===== src/rtl/core/lpp_pkg.sv =====
package lpp_pkg;

    // Default frame count and reset pool size
    localparam int NUM_FRAMES_DEF  = 16;
    localparam int POOL_SIZE_RESET = 16;

    // Operation codes
    localparam logic [1:0] OP_REQUEST = 2'd0;
    localparam logic [1:0] OP_RELEASE = 2'd1;
    localparam logic [1:0] OP_CLOSE   = 2'd2;

    // Status codes
    localparam logic [1:0] ST_OK            = 2'd0;
    localparam logic [1:0] ST_NO_FRAME      = 2'd1;
    localparam logic [1:0] ST_CLOSE_BLOCKED = 2'd2;

    typedef struct packed {
        logic [1:0]  operation;
        logic [7:0]  tbl_id;
        logic [31:0] page_number;
        logic [3:0]  frame_index;
        logic        set_dirty;
    } t_in_item;

    typedef struct packed {
        logic [1:0]  status;
        logic        hit;
        logic [3:0]  frame;
        logic        writeback_valid;
        logic [7:0]  writeback_table;
        logic [31:0] writeback_page;
        logic        last;
    } t_out_item;

    // Classified command handed from front to back
    typedef enum logic [1:0] {
        K_REQ,
        K_REL,
        K_CLOSE,
        K_BAD
    } t_kind;

    typedef struct packed {
        t_kind       kind;
        logic [7:0]  tbl_id;
        logic [31:0] page_number;
        logic [3:0]  frame_index;
        logic        set_dirty;
    } t_cmd;

endpackage


===== src/rtl/core/lpp_front.sv =====
module lpp_front (
    input  logic             i_clk,
    input  logic             i_rst_n,
    input  logic             push,
    output logic             full,
    input  lpp_pkg::t_in_item i_item,
    output logic             o_cmd_valid,
    output lpp_pkg::t_cmd    o_cmd,
    input  logic             i_cmd_take
);
    import lpp_pkg::*;

    t_cmd       r_mem [2];
    logic       r_wptr;
    logic       r_rptr;
    logic [1:0] r_count;
    t_cmd       w_cls;
    logic       w_wr;
    logic       w_rd;

    // Classify the operation code
    always_comb begin
        w_cls.tbl_id      = i_item.tbl_id;
        w_cls.page_number = i_item.page_number;
        w_cls.frame_index = i_item.frame_index;
        w_cls.set_dirty   = i_item.set_dirty;
        unique case (i_item.operation)
            OP_REQUEST: w_cls.kind = K_REQ;
            OP_RELEASE: w_cls.kind = K_REL;
            OP_CLOSE:   w_cls.kind = K_CLOSE;
            default:    w_cls.kind = K_BAD;
        endcase
    end

    assign full        = (r_count == 2'd2);
    assign o_cmd_valid = (r_count != 2'd0);
    assign o_cmd       = r_mem[r_rptr];
    assign w_wr        = push && !full;
    assign w_rd        = i_cmd_take && o_cmd_valid;

    // Two-entry item queue
    always_ff @(posedge i_clk) begin
        if (!i_rst_n) begin
            r_wptr  <= 1'b0;
            r_rptr  <= 1'b0;
            r_count <= 2'd0;
        end else begin
            if (w_wr) begin
                r_mem[r_wptr] <= w_cls;
                r_wptr        <= ~r_wptr;
            end
            if (w_rd) begin
                r_rptr <= ~r_rptr;
            end
            r_count <= r_count + 2'(w_wr) - 2'(w_rd);
        end
    end

endmodule


===== src/rtl/core/lpp_outq.sv =====
module lpp_outq (
    input  logic               i_clk,
    input  logic               i_rst_n,
    input  logic               i_wr,
    input  lpp_pkg::t_out_item i_res,
    output logic               o_full,
    output logic               empty,
    input  logic               pop,
    output lpp_pkg::t_out_item o_result
);
    import lpp_pkg::*;

    t_out_item  r_mem [2];
    logic       r_wptr;
    logic       r_rptr;
    logic [1:0] r_count;
    logic       w_wr;
    logic       w_rd;

    assign o_full   = (r_count == 2'd2);
    assign empty    = (r_count == 2'd0);
    assign o_result = r_mem[r_rptr];
    assign w_wr     = i_wr && !o_full;
    assign w_rd     = pop && !empty;

    // Two-entry result queue
    always_ff @(posedge i_clk) begin
        if (!i_rst_n) begin
            r_wptr  <= 1'b0;
            r_rptr  <= 1'b0;
            r_count <= 2'd0;
        end else begin
            if (w_wr) begin
                r_mem[r_wptr] <= i_res;
                r_wptr        <= ~r_wptr;
            end
            if (w_rd) begin
                r_rptr <= ~r_rptr;
            end
            r_count <= r_count + 2'(w_wr) - 2'(w_rd);
        end
    end

endmodule


===== src/rtl/core/lpp_back.sv =====
module lpp_back #(
    parameter int NUM_FRAMES = lpp_pkg::NUM_FRAMES_DEF
) (
    input  logic               i_clk,
    input  logic               i_rst_n,
    input  logic               i_cfg_we,
    input  logic [4:0]         i_cfg_wdata,
    input  logic               i_cmd_valid,
    input  lpp_pkg::t_cmd      i_cmd,
    output logic               o_cmd_take,
    output logic               o_emit,
    output lpp_pkg::t_out_item o_res,
    input  logic               i_out_full
);
    import lpp_pkg::*;

    localparam int LW = $clog2(NUM_FRAMES + 1);
    localparam int FW = $clog2(NUM_FRAMES);
    localparam logic [LW-1:0] NIL = LW'(NUM_FRAMES);
    localparam logic [LW-1:0] POOL_RST =
        LW'(POOL_SIZE_RESET < NUM_FRAMES ? POOL_SIZE_RESET : NUM_FRAMES);

    typedef enum logic [2:0] {
        S_IDLE, S_LOOK, S_MISS, S_VICT, S_MOVE, S_CWALK
    } t_state;

    typedef enum logic [1:0] { M_HIT, M_LOAD, M_REL } t_move;

    // Frame state
    logic [7:0]    r_tab    [NUM_FRAMES];
    logic [31:0]   r_page   [NUM_FRAMES];
    logic          r_dirty  [NUM_FRAMES];
    logic [7:0]    r_pins   [NUM_FRAMES];
    logic [LW-1:0] r_older  [NUM_FRAMES];
    logic [LW-1:0] r_newer  [NUM_FRAMES];
    logic          r_res    [NUM_FRAMES];
    logic [FW-1:0] r_fstk   [NUM_FRAMES];
    logic [LW-1:0] r_newest;
    logic [LW-1:0] r_oldest;
    logic [LW-1:0] r_used;
    logic [LW-1:0] r_ftop;
    logic [LW-1:0] r_pool;

    // Sequencer
    t_state        r_state;
    t_move         r_move;
    t_cmd          r_cmd;
    logic [LW-1:0] r_cur;
    logic [FW-1:0] r_f;
    logic          r_inlist;
    logic          r_wbv;
    logic [7:0]    r_wbt;
    logic [31:0]   r_wbp;
    logic          r_emit;
    t_out_item     r_out;

    logic [FW-1:0] w_rd;
    logic [7:0]    w_tab;
    logic [31:0]   w_page;
    logic          w_dirty;
    logic [7:0]    w_pins;
    logic [LW-1:0] w_older;
    logic [LW-1:0] w_newer;
    logic          w_cur_nil;
    logic          w_can_emit;
    logic          w_rel_ok;
    logic [LW-1:0] w_f_l;
    logic [LW-1:0] w_cfg_v;

    // One shared read address per cycle
    assign w_rd       = (r_state == S_MOVE) ? r_f : FW'(r_cur);
    assign w_tab      = r_tab[w_rd];
    assign w_page     = r_page[w_rd];
    assign w_dirty    = r_dirty[w_rd];
    assign w_pins     = r_pins[w_rd];
    assign w_older    = r_older[w_rd];
    assign w_newer    = r_newer[w_rd];
    assign w_cur_nil  = (r_cur == NIL);
    assign w_f_l      = LW'(r_f);
    assign w_can_emit = !r_emit || !i_out_full;
    assign w_rel_ok   = (32'(i_cmd.frame_index) < NUM_FRAMES)
                        && r_res[FW'(i_cmd.frame_index)];
    assign o_cmd_take = (r_state == S_IDLE) && i_cmd_valid && w_can_emit;
    assign o_emit     = r_emit;
    assign o_res      = r_out;

    // Clamp pool size writes into 1..NUM_FRAMES
    always_comb begin
        priority if (i_cfg_wdata == 5'd0) begin
            w_cfg_v = LW'(1);
        end else if (32'(i_cfg_wdata) > NUM_FRAMES) begin
            w_cfg_v = NIL;
        end else begin
            w_cfg_v = LW'(i_cfg_wdata);
        end
    end

    // Main engine
    always_ff @(posedge i_clk) begin
        if (!i_rst_n) begin
            for (int i = 0; i < NUM_FRAMES; i++) begin
                r_tab[i]   <= 8'd0;
                r_page[i]  <= 32'd0;
                r_dirty[i] <= 1'b0;
                r_pins[i]  <= 8'd0;
                r_older[i] <= NIL;
                r_newer[i] <= NIL;
                r_res[i]   <= 1'b0;
                r_fstk[i]  <= FW'(i);
            end
            r_newest <= NIL;
            r_oldest <= NIL;
            r_used   <= '0;
            r_ftop   <= '0;
            r_pool   <= POOL_RST;
            r_state  <= S_IDLE;
            r_emit   <= 1'b0;
        end else begin
            if (i_cfg_we) begin
                r_pool <= w_cfg_v;
            end
            if (r_emit && !i_out_full) begin
                r_emit <= 1'b0;
            end
            unique case (r_state)
                S_IDLE: begin
                    if (o_cmd_take) begin
                        r_cmd <= i_cmd;
                        unique case (i_cmd.kind)
                            K_REQ: begin
                                r_cur   <= r_newest;
                                r_state <= S_LOOK;
                            end
                            K_REL: begin
                                if (w_rel_ok) begin
                                    r_f      <= FW'(i_cmd.frame_index);
                                    r_move   <= M_REL;
                                    r_inlist <= 1'b1;
                                    r_state  <= S_MOVE;
                                end else begin
                                    r_emit <= 1'b1;
                                    r_out  <= '{ST_OK, 1'b0, i_cmd.frame_index,
                                                1'b0, 8'd0, 32'd0, 1'b1};
                                end
                            end
                            K_CLOSE: begin
                                r_cur   <= r_oldest;
                                r_state <= S_CWALK;
                            end
                            default: begin
                                r_emit <= 1'b1;
                                r_out  <= '{ST_OK, 1'b0, 4'd0, 1'b0, 8'd0, 32'd0, 1'b1};
                            end
                        endcase
                    end
                end
                // Walk newest to oldest for a tag match
                S_LOOK: begin
                    priority if (w_cur_nil) begin
                        r_state <= S_MISS;
                    end else if (w_tab == r_cmd.tbl_id && w_page == r_cmd.page_number) begin
                        r_f      <= FW'(r_cur);
                        r_move   <= M_HIT;
                        r_inlist <= 1'b1;
                        r_state  <= S_MOVE;
                    end else begin
                        r_cur <= w_older;
                    end
                end
                // Free frame if the pool has room, else victim search
                S_MISS: begin
                    if (r_used < r_pool && r_ftop < NIL) begin
                        r_f      <= r_fstk[FW'(r_ftop)];
                        r_ftop   <= r_ftop + LW'(1);
                        r_used   <= r_used + LW'(1);
                        r_move   <= M_LOAD;
                        r_inlist <= 1'b0;
                        r_wbv    <= 1'b0;
                        r_wbt    <= 8'd0;
                        r_wbp    <= 32'd0;
                        r_state  <= S_MOVE;
                    end else begin
                        r_cur   <= r_oldest;
                        r_state <= S_VICT;
                    end
                end
                // Oldest unpinned frame
                S_VICT: begin
                    priority if (w_cur_nil) begin
                        if (w_can_emit) begin
                            r_emit  <= 1'b1;
                            r_out   <= '{ST_NO_FRAME, 1'b0, 4'd0, 1'b0, 8'd0, 32'd0, 1'b1};
                            r_state <= S_IDLE;
                        end
                    end else if (w_pins != 8'd0) begin
                        r_cur <= w_newer;
                    end else begin
                        r_f      <= FW'(r_cur);
                        r_wbv    <= w_dirty;
                        r_wbt    <= w_dirty ? w_tab : 8'd0;
                        r_wbp    <= w_dirty ? w_page : 32'd0;
                        r_move   <= M_LOAD;
                        r_inlist <= 1'b1;
                        r_state  <= S_MOVE;
                    end
                end
                // Make frame most recent, update it, report
                S_MOVE: begin
                    if (w_can_emit) begin
                        if (r_inlist) begin
                            if (w_f_l != r_newest) begin
                                if (w_older != NIL) begin
                                    r_newer[FW'(w_older)] <= w_newer;
                                end else begin
                                    r_oldest <= w_newer;
                                end
                                r_older[FW'(w_newer)]  <= w_older;
                                r_older[r_f]           <= r_newest;
                                r_newer[r_f]           <= NIL;
                                r_newer[FW'(r_newest)] <= w_f_l;
                                r_newest               <= w_f_l;
                            end
                        end else begin
                            r_older[r_f] <= r_newest;
                            r_newer[r_f] <= NIL;
                            if (r_newest != NIL) begin
                                r_newer[FW'(r_newest)] <= w_f_l;
                            end else begin
                                r_oldest <= w_f_l;
                            end
                            r_newest <= w_f_l;
                        end
                        r_emit  <= 1'b1;
                        r_state <= S_IDLE;
                        unique case (r_move)
                            M_HIT: begin
                                if (w_pins != 8'hFF) begin
                                    r_pins[r_f] <= w_pins + 8'd1;
                                end
                                r_out <= '{ST_OK, 1'b1, 4'(r_f), 1'b0, 8'd0, 32'd0, 1'b1};
                            end
                            M_LOAD: begin
                                r_tab[r_f]   <= r_cmd.tbl_id;
                                r_page[r_f]  <= r_cmd.page_number;
                                r_dirty[r_f] <= 1'b0;
                                r_pins[r_f]  <= 8'd1;
                                r_res[r_f]   <= 1'b1;
                                r_out <= '{ST_OK, 1'b0, 4'(r_f), r_wbv, r_wbt, r_wbp, 1'b1};
                            end
                            default: begin
                                if (w_pins != 8'd0) begin
                                    r_pins[r_f] <= w_pins - 8'd1;
                                end
                                if (r_cmd.set_dirty) begin
                                    r_dirty[r_f] <= 1'b1;
                                end
                                r_out <= '{ST_OK, 1'b0, r_cmd.frame_index, 1'b0, 8'd0,
                                           32'd0, 1'b1};
                            end
                        endcase
                    end
                end
                // Close: evict the table's frames oldest first, stopping at a pinned one
                default: begin
                    if (w_can_emit) begin
                        priority if (w_cur_nil) begin
                            r_emit  <= 1'b1;
                            r_out   <= '{ST_OK, 1'b0, 4'd0, 1'b0, 8'd0, 32'd0, 1'b1};
                            r_state <= S_IDLE;
                        end else if (w_tab == r_cmd.tbl_id) begin
                            if (w_pins != 8'd0) begin
                                r_emit  <= 1'b1;
                                r_out   <= '{ST_CLOSE_BLOCKED, 1'b0, 4'd0, 1'b0, 8'd0,
                                             32'd0, 1'b1};
                                r_state <= S_IDLE;
                            end else begin
                                if (w_dirty) begin
                                    r_emit <= 1'b1;
                                    r_out  <= '{ST_OK, 1'b0, 4'd0, 1'b1, w_tab, w_page, 1'b0};
                                end
                                if (w_older != NIL) begin
                                    r_newer[FW'(w_older)] <= w_newer;
                                end else begin
                                    r_oldest <= w_newer;
                                end
                                if (w_newer != NIL) begin
                                    r_older[FW'(w_newer)] <= w_older;
                                end else begin
                                    r_newest <= w_older;
                                end
                                r_older[w_rd] <= NIL;
                                r_newer[w_rd] <= NIL;
                                r_tab[w_rd]   <= 8'd0;
                                r_page[w_rd]  <= 32'd0;
                                r_dirty[w_rd] <= 1'b0;
                                r_res[w_rd]   <= 1'b0;
                                if (r_ftop != '0) begin
                                    r_ftop                   <= r_ftop - LW'(1);
                                    r_fstk[FW'(r_ftop - LW'(1))] <= w_rd;
                                end
                                if (r_used != '0) begin
                                    r_used <= r_used - LW'(1);
                                end
                                r_cur <= w_newer;
                            end
                        end else begin
                            r_cur <= w_newer;
                        end
                    end
                end
            endcase
        end
    end

    // Frames taken from the free stack always match frames in use
    a_ftop_used: assert property (@(posedge i_clk) disable iff (!i_rst_n)
        r_ftop == r_used) else $error("free stack top and use count disagree");

    a_used_max: assert property (@(posedge i_clk) disable iff (!i_rst_n)
        r_used <= NIL) else $error("use count above frame count");

    a_ends_nil: assert property (@(posedge i_clk) disable iff (!i_rst_n)
        (r_newest == NIL) == (r_oldest == NIL)) else $error("recency list ends disagree");

    a_pool_rng: assert property (@(posedge i_clk) disable iff (!i_rst_n)
        r_pool != '0 && r_pool <= NIL) else $error("pool size out of range");

endmodule


===== src/rtl/core/lru_pinned_page_buffer_pool_core.sv =====
// From item accept to result: an undefined item or a release of a frame not in use is
// answered from idle; other releases go through the move step. A request walks the
// tags, then takes a free frame or walks for a victim, one frame per cycle.
// A close walks oldest first, one frame per cycle while the result queue has room.
// One item in the engine at a time; 2-entry queues on both sides.
// Reset (synchronous, active low) empties the pool, frees all frames, pool size min(16, NUM_FRAMES).
module lru_pinned_page_buffer_pool_core #(
    parameter int NUM_FRAMES = lpp_pkg::NUM_FRAMES_DEF
) (
    input  logic               i_clk,
    input  logic               i_rst_n,
    input  logic               push,
    output logic               full,
    input  lpp_pkg::t_in_item  i_item,
    output logic               empty,
    input  logic               pop,
    output lpp_pkg::t_out_item o_result,
    input  logic               i_cfg_we,
    input  logic [4:0]         i_cfg_wdata
);
    import lpp_pkg::*;

    logic      w_cmd_valid;
    t_cmd      w_cmd;
    logic      w_cmd_take;
    logic      w_emit;
    t_out_item w_res;
    logic      w_out_full;

    lpp_front u_front (
        .i_clk       (i_clk),
        .i_rst_n     (i_rst_n),
        .push        (push),
        .full        (full),
        .i_item      (i_item),
        .o_cmd_valid (w_cmd_valid),
        .o_cmd       (w_cmd),
        .i_cmd_take  (w_cmd_take)
    );

    lpp_back #(
        .NUM_FRAMES (NUM_FRAMES)
    ) u_back (
        .i_clk       (i_clk),
        .i_rst_n     (i_rst_n),
        .i_cfg_we    (i_cfg_we),
        .i_cfg_wdata (i_cfg_wdata),
        .i_cmd_valid (w_cmd_valid),
        .i_cmd       (w_cmd),
        .o_cmd_take  (w_cmd_take),
        .o_emit      (w_emit),
        .o_res       (w_res),
        .i_out_full  (w_out_full)
    );

    lpp_outq u_outq (
        .i_clk    (i_clk),
        .i_rst_n  (i_rst_n),
        .i_wr     (w_emit),
        .i_res    (w_res),
        .o_full   (w_out_full),
        .empty    (empty),
        .pop      (pop),
        .o_result (o_result)
    );

endmodule

===== config.mk =====
export PLATFORM = sky130hd
export DESIGN_NAME = lru_pinned_page_buffer_pool_core
export DESIGN_NICKNAME = d
export VERILOG_FILES = /design/src/rtl/core/lpp_pkg.sv /design/src/rtl/core/lpp_front.sv /design/src/rtl/core/lpp_outq.sv /design/src/rtl/core/lpp_back.sv /design/src/rtl/core/lru_pinned_page_buffer_pool_core.sv
export SDC_FILE = /design/constraint.sdc
export NUM_CORES = 2
export LEC_CHECK = 0
export BUFFER_PORTS_ARGS = -buffer_cell sky130_fd_sc_hd__buf_2
export CAP_MARGIN = 30
export CORE_AREA = 4 4 278 552
export CTS_BUF_LIST = sky130_fd_sc_hd__clkbuf_8
export DETAILED_ROUTE_END_ITERATION = 8
export DIE_AREA = 0 0 282 556
export SLEW_MARGIN = 20
export SYNTH_ARGS = -nofsm -noshare
export SYNTH_HDL_FRONTEND = slang
export SYNTH_SLANG_ARGS = --single-unit

===== constraint.sdc =====
create_clock -name i_clk -period 10.3 [get_ports i_clk]
set_clock_uncertainty 0.05 [all_clocks]
set_input_delay 1.545 -clock i_clk [delete_from_list [all_inputs] [get_ports i_clk]]
set_output_delay 1.545 -clock i_clk [all_outputs]
set_load 0.005 [all_outputs]

=== Word level (Yosys, flattened, before mapping) ===
Memory sizes are Yosys's and may differ from the RTL's. A register that Yosys moved wholly into a read port is not among the register bits.
Index checks and enable logic that the tools add are counted.

* Bits in registers: 184
* RAM bits: 1216
* Input bits: 57
* Output and inout bits: 51
* Logic and storage cells: 466
* Memories kept: 10

* $add $sub $neg: 10
* Magnitude comparators: 3
* Eq/ne operators: 49
* Muxes and demuxes: 277
* Bitwise operators: 16
* Reduce and logical (&&, ||, !) cells: 70

{| class="wikitable"
|+ Memories
! name !! depth !! width !! read ports !! clocked after Yosys merged registers in !! wr ports !! line !! source
|-
| u_back.r_page || 16 || 32 || 1 || 0 || 16 || lpp_back.sv:31 || <nowiki>logic [31:0] r_page [NUM_FRAMES];</nowiki>
|-
| u_back.r_pins || 16 || 8 || 1 || 0 || 16 || lpp_back.sv:33 || <nowiki>logic [7:0] r_pins [NUM_FRAMES];</nowiki>
|-
| u_back.r_tab || 16 || 8 || 1 || 0 || 16 || lpp_back.sv:30 || <nowiki>logic [7:0] r_tab [NUM_FRAMES];</nowiki>
|-
| u_outq.r_mem || 2 || 49 || 1 || 1 || 1 || lpp_outq.sv:13 || <nowiki>t_out_item r_mem [2];</nowiki>
|-
| u_front.r_mem || 2 || 47 || 1 || 1 || 1 || lpp_front.sv:13 || <nowiki>t_cmd r_mem [2];</nowiki>
|-
| u_back.r_newer || 16 || 5 || 1 || 0 || 16 || lpp_back.sv:35 || <nowiki>logic [LW-1:0] r_newer [NUM_FRAMES];</nowiki>
|-
| 4 more memories || n/a || n/a || n/a || n/a || n/a || n/a ||
|}

{| class="wikitable"
|+ Operator list
! operator !! count
|-
| 49-bit 2-to-1 mux || 10
|-
| 5-bit 2-to-1 mux || 53
|-
| 49-bit one-hot mux with 4 select lines || 1
|-
| 32-bit 2-to-1 mux || 6
|-
| 1-bit 2-to-1 mux || 130
|-
| 4-bit 2-to-1 mux || 29
|-
| 49-bit one-hot mux with 2 select lines || 1
|-
| 47-bit one-hot mux with 2 select lines || 1
|-
| 8-bit 2-to-1 mux || 9
|-
| 32-bit one-hot mux with 2 select lines || 1
|-
| 32-bit OR reduction || 2
|-
| 5-bit one-hot mux with 2 select lines || 5
|-
| 5-bit OR reduction || 8
|-
| 3-bit 2-to-1 mux || 12
|-
| 32-bit == test || 1
|-
| 7-bit AND reduction || 4
|-
| 5-bit one-hot mux with 5 select lines || 1
|-
| 8-bit OR reduction || 3
|-
| 2-bit != test (second input constant) || 11
|-
| 5-bit nonzero test || 4
|-
| 2-bit by 1-bit != test with 1-bit output (second input constant) || 9
|-
| 2-bit 2-to-1 mux || 8
|-
| 4-bit one-hot mux with 4 select lines || 1
|-
| 8-bit one-hot mux with 2 select lines || 1
|-
| other kinds (52) || 114
|}

=== Longest topological paths before layout ===
An unclocked memory read counts as a cell.

* Word-level depth: 15
* Gate-level depth with buffers: 27
* Depth with buffers taken out: 16

=== Hierarchy ===
From an unflattened synthesis, not the netlist that was laid out.

* Cells, all modules: 5611
* Area total of the unflattened synthesis: 66780.3 um^2

{| class="wikitable"
|+ Modules (own cells, without submodules)
! module !! times used !! cells each !! area each (um^2) !! sequential area each (um^2)
|-
| lpp_back || 1 || 5259 || 59201.8 || 35343.9
|-
| lpp_outq || 1 || 178 || 3817.4 || 3042.9
|-
| lpp_front || 1 || 174 || 3761.1 || 2922.8
|}

=== Worst setup path before layout ===
Ideal clock, no wire load.

* Path type: flip-flop to flip-flop
* Start point: register u_back.r_state[0]
* End point: memory u_back.r_dirty[5]
* Library setup time: 296 ps
* Arrival time: 7332 ps
* Data required time: 9954 ps
* Slack: 2622 ps
* Stages on the path, launching flop included: 22
* Buffers on the path: 7
* Cell sequence: dfxtp_1 buf_6 nor4bb_1 a21o_1 buf_4 buf_4 buf_4 buf_2 buf_2 nand3_1 a311oi_1 a31oi_1 inv_1 ha_1 o211ai_1 nor4b_2 nand4_1 buf_2 nor2_1 a21oi_1 o21ai_0 o22ai_1

{| class="wikitable"
|+ RTL lines
! element !! line !! source
|-
| from (decl) || lpp_back.sv:45 || <nowiki>t_state r_state;</nowiki>
|-
| from (signal assigned) || lpp_back.sv:116 || <nowiki>r_state <= S_IDLE;</nowiki>
|-
| from (signal assigned) || lpp_back.sv:132 || <nowiki>r_state <= S_LOOK;</nowiki>
|-
| from (signal assigned) || lpp_back.sv:139 || <nowiki>r_state <= S_MOVE;</nowiki>
|-
| to (decl) || lpp_back.sv:32 || <nowiki>logic r_dirty [NUM_FRAMES];</nowiki>
|}

==> results.toml <==
[yosys]
synth_xor_area_share_pct = 0.932
netlist_instances = 5694
yosysWarnings = 0
synthMuxAreaShare_pct = 6.24
synth.distinct_cells = 90
synth_top_family_by_area = "simple AND/OR/NAND/NOR gates"
synth_compound_area_share_pct = 9.87
synth_top_area_share_pct = 59.2
seq_area_frac_synth_pct = 61.9
synthAdderAreaFrac_pct = 0.462
yosys.area_share.simple_pct = 16.9
syn_nets = 5775
ys_async_sr_fraction_pct = 0
synth_top_area_cell = "edfxtp_1"
synth_seq_cells = 1406
synth.avg_cell_area_um2 = 11.7
synth_area_mm2 = 0.0667
yosys-top-cells-count = "edfxtp_1, nand2_1, and2_1, nor2_1, clkbuf_1"
synth_edf_count = 1315
ys.flop_type = "edfxtp_1"
ys_top_cells_by_area = "edfxtp_1, and2_1, nand2_1"
yosysMostFrequentCell = "edfxtp_1"

[drt]
ant_nets = 0
drt-met1-wl_um = 76100
dr_wl_met2_um = 126000
drt-initial-drc-count = 5056
totalWireLength_um = 248000
dr.pass1.iters = 7
met3_length_um = 17300
drc_errors = 0
drt-wirelength-per-cell_um = 31.8
route.top_layer_used = "met5"
vias = 48700
viasPerCell = 6.23

[die]
pin_count = 108
die_y_um = 556
coreArea_mm2 = 0.149
die_width_um = 282
start_util_pct = 44.8
dieArea_mm2 = 0.157
fp-row-count = 200

[clocking]
cts.sink_count = 1406
cts_tree = "yes"
postCtsHoldBufs = 0
root_buffer = "clkbuf_8"
clk_pin_slew_ps = 70
clk_latency_ps = 940
numCtsBuffers = 203
post_cts_buffers = 0
htree_levels = 4
cts_buffer_depth = 4
cts_resized = 0

[setup_path]
crit_type = "flip-flop to flip-flop"
cp.required_ps = 10790
crit_slowest_cell = "dfxtp_1"
path_buf_inv = 2
crit_path_start_kind = "flip-flop"
crit_arrival_ps = 8590
timing.critical_path.to_type = "flip-flop"
cp_max_fo = 112
crit_family = "compound AO/OA/AOI/OAI gates"
worst_path_largest_cell_delay_ps = 970
crit_chain = "or3b_4, a21o_4, buf_12, mux2i_1, o221ai_1, o211ai_1, a2111oi_0, and4bb_2, nand4_1, nor2_1, a21oi_1, o21ai_4, buf_4"

[placement]
place.gp.congestion = 1.00
port_buffers = 107
place.detailed.hpwl_um = 171000
pre_cts_ws_ps = 2340
place_area_mm2 = 0.0697

[global_routing]
grtUsageTotal_pct = 31.0
grt_pass1_vias = 48600
grt_pass1_wl_um = 346000
antenna_found_initial = 12
grt_max_degree = 113
grt-ovfl-total = 0

[sta]
grt_setup_unrepaired = "no"
fin_crit_sh_pct = 78.6
worst_pin_slew_ps = 1060
drv_slew = 0
setup_ws_ps = 2210
holdWs_ps = 332
finalSetupTns_ps = 0
clock.fmax_ghz = 0.124
hold_viol = 0
setup_violations = 0
relSlewSlack_pct = 28.9
fin_crit_ps = 8090

[power_and_ir_drop]
vdd_drop_max_uv = 209
power.density_mw_per_mm2 = 266
p_leak_nw = 26.1

[final_layout]
stdcell_area_mm2 = 0.0736
layout-drive-gt1-share_pct = 14.0
finalNetCount = 5818
synthToLayoutAreaGrowth_pct = 10.3

[min_path]
holdCritPathClass = "flip-flop to flip-flop"

[status]
status = "completed"

[flow_run]
maxCapViolCount = 0
worst register-to-register path: cells and delay by family, from the launching register on:
family,cells,cell delay [ps]
AOI/OAI and AO/OA,6,2870
buffers and inverters,2,1140
muxes,1,330
DFF,1,970
and+or+nand+nor,4,2270
registers in the layout (all words and copies together) (netlist names), 64 cells and up, named ones only:
| name | cells |
|---|---|
| u_back.r_pins | 128 |
| u_back.r_fstk | 64 |
| u_back.r_page | 512 |
| u_back.r_newer | 80 |
| u_front.r_mem | 94 |
| u_back.r_older | 80 |
| u_back.r_tab | 128 |
| u_outq.r_mem | 98 |
layer usage:
metal / global-route usage [%] / vias to the layer above
met5: 0 / -
met4: 28.3 / 10
met3: 5.30 / 1093
met2: 54.8 / 2663
met1: 30.4 / 23900
li1: - / 21000
cell type report:
| cell class | instances | area [um^2] |
|---|---|---|
| Clock buffer | 213 | 2930 |
| Multi-Input combinational cell | 3708 | 23400 |
| Fill cell | 13100 | 75300 |
| Timing Repair Buffer | 313 | 2220 |
| Antenna cell | 2 | 5.00 |
| Sequential cell | 1406 | 41300 |
| Inverter | 105 | 394 |
| Clock inverter | 141 | 846 |
| Tap cell | 1919 | 2400 |
cells by family after synthesis:
logic type                 after synthesis
DFF                                   1406
muxes                                  350
adders and majority gates               24
AOI/OAI and AO/OA                      946
and+or+nand+nor                       2317
xor gates and xnor gates                71
buffers and inverters                  580
path summary, 6_finish.rpt:
kind | depth (start not counted) | to | slack, ps | from
worst max-delay path | 13 | u_back.r_page[4][18] | 2210 | u_back.r_state[0]
worst min-delay path | 0 | u_outq.r_mem[0][40] | 330 | u_back.o_res[40]
worst max register to register | 13 | u_back.r_page[4][18] | 2210 | u_back.r_state[0]
worst min register to register | 0 | u_outq.r_mem[0][40] | 330 | u_back.o_res[40]
power by group:
| group | total, mW | switching, mW | internal [mW] | leakage (nW) |
|---|---|---|---|---|
| registers | 6.84 | 0.193 | 6.65 | 13.8 |
| clock network | 4.36 | 2.22 | 2.14 | 2.14 |
| logic | 8.39 | 6.20 | 2.19 | 10.2 |
placed cells by master, fill, tap and decap left out, drive strengths merged, types with 150 or more instances in the layout:
cell type     n
inv         150
clkbuf      214
a21oi       185
mux2i       212
and2        547
edfxtp     1315
nor2        377
nand3       225
buf         312
nand2       767
metrics by stage:
step	util [%]	power [mW]	cells
floorplan	-	11.5	5694
global placement	46.7	15.0	7432
detailed placement	46.8	15.0	7442
CTS	49.3	19.3	7796
global route	49.4	20.1	7807
finish	49.4	19.6	7807
No activity file was read; power rests on OpenSTA's default activity.
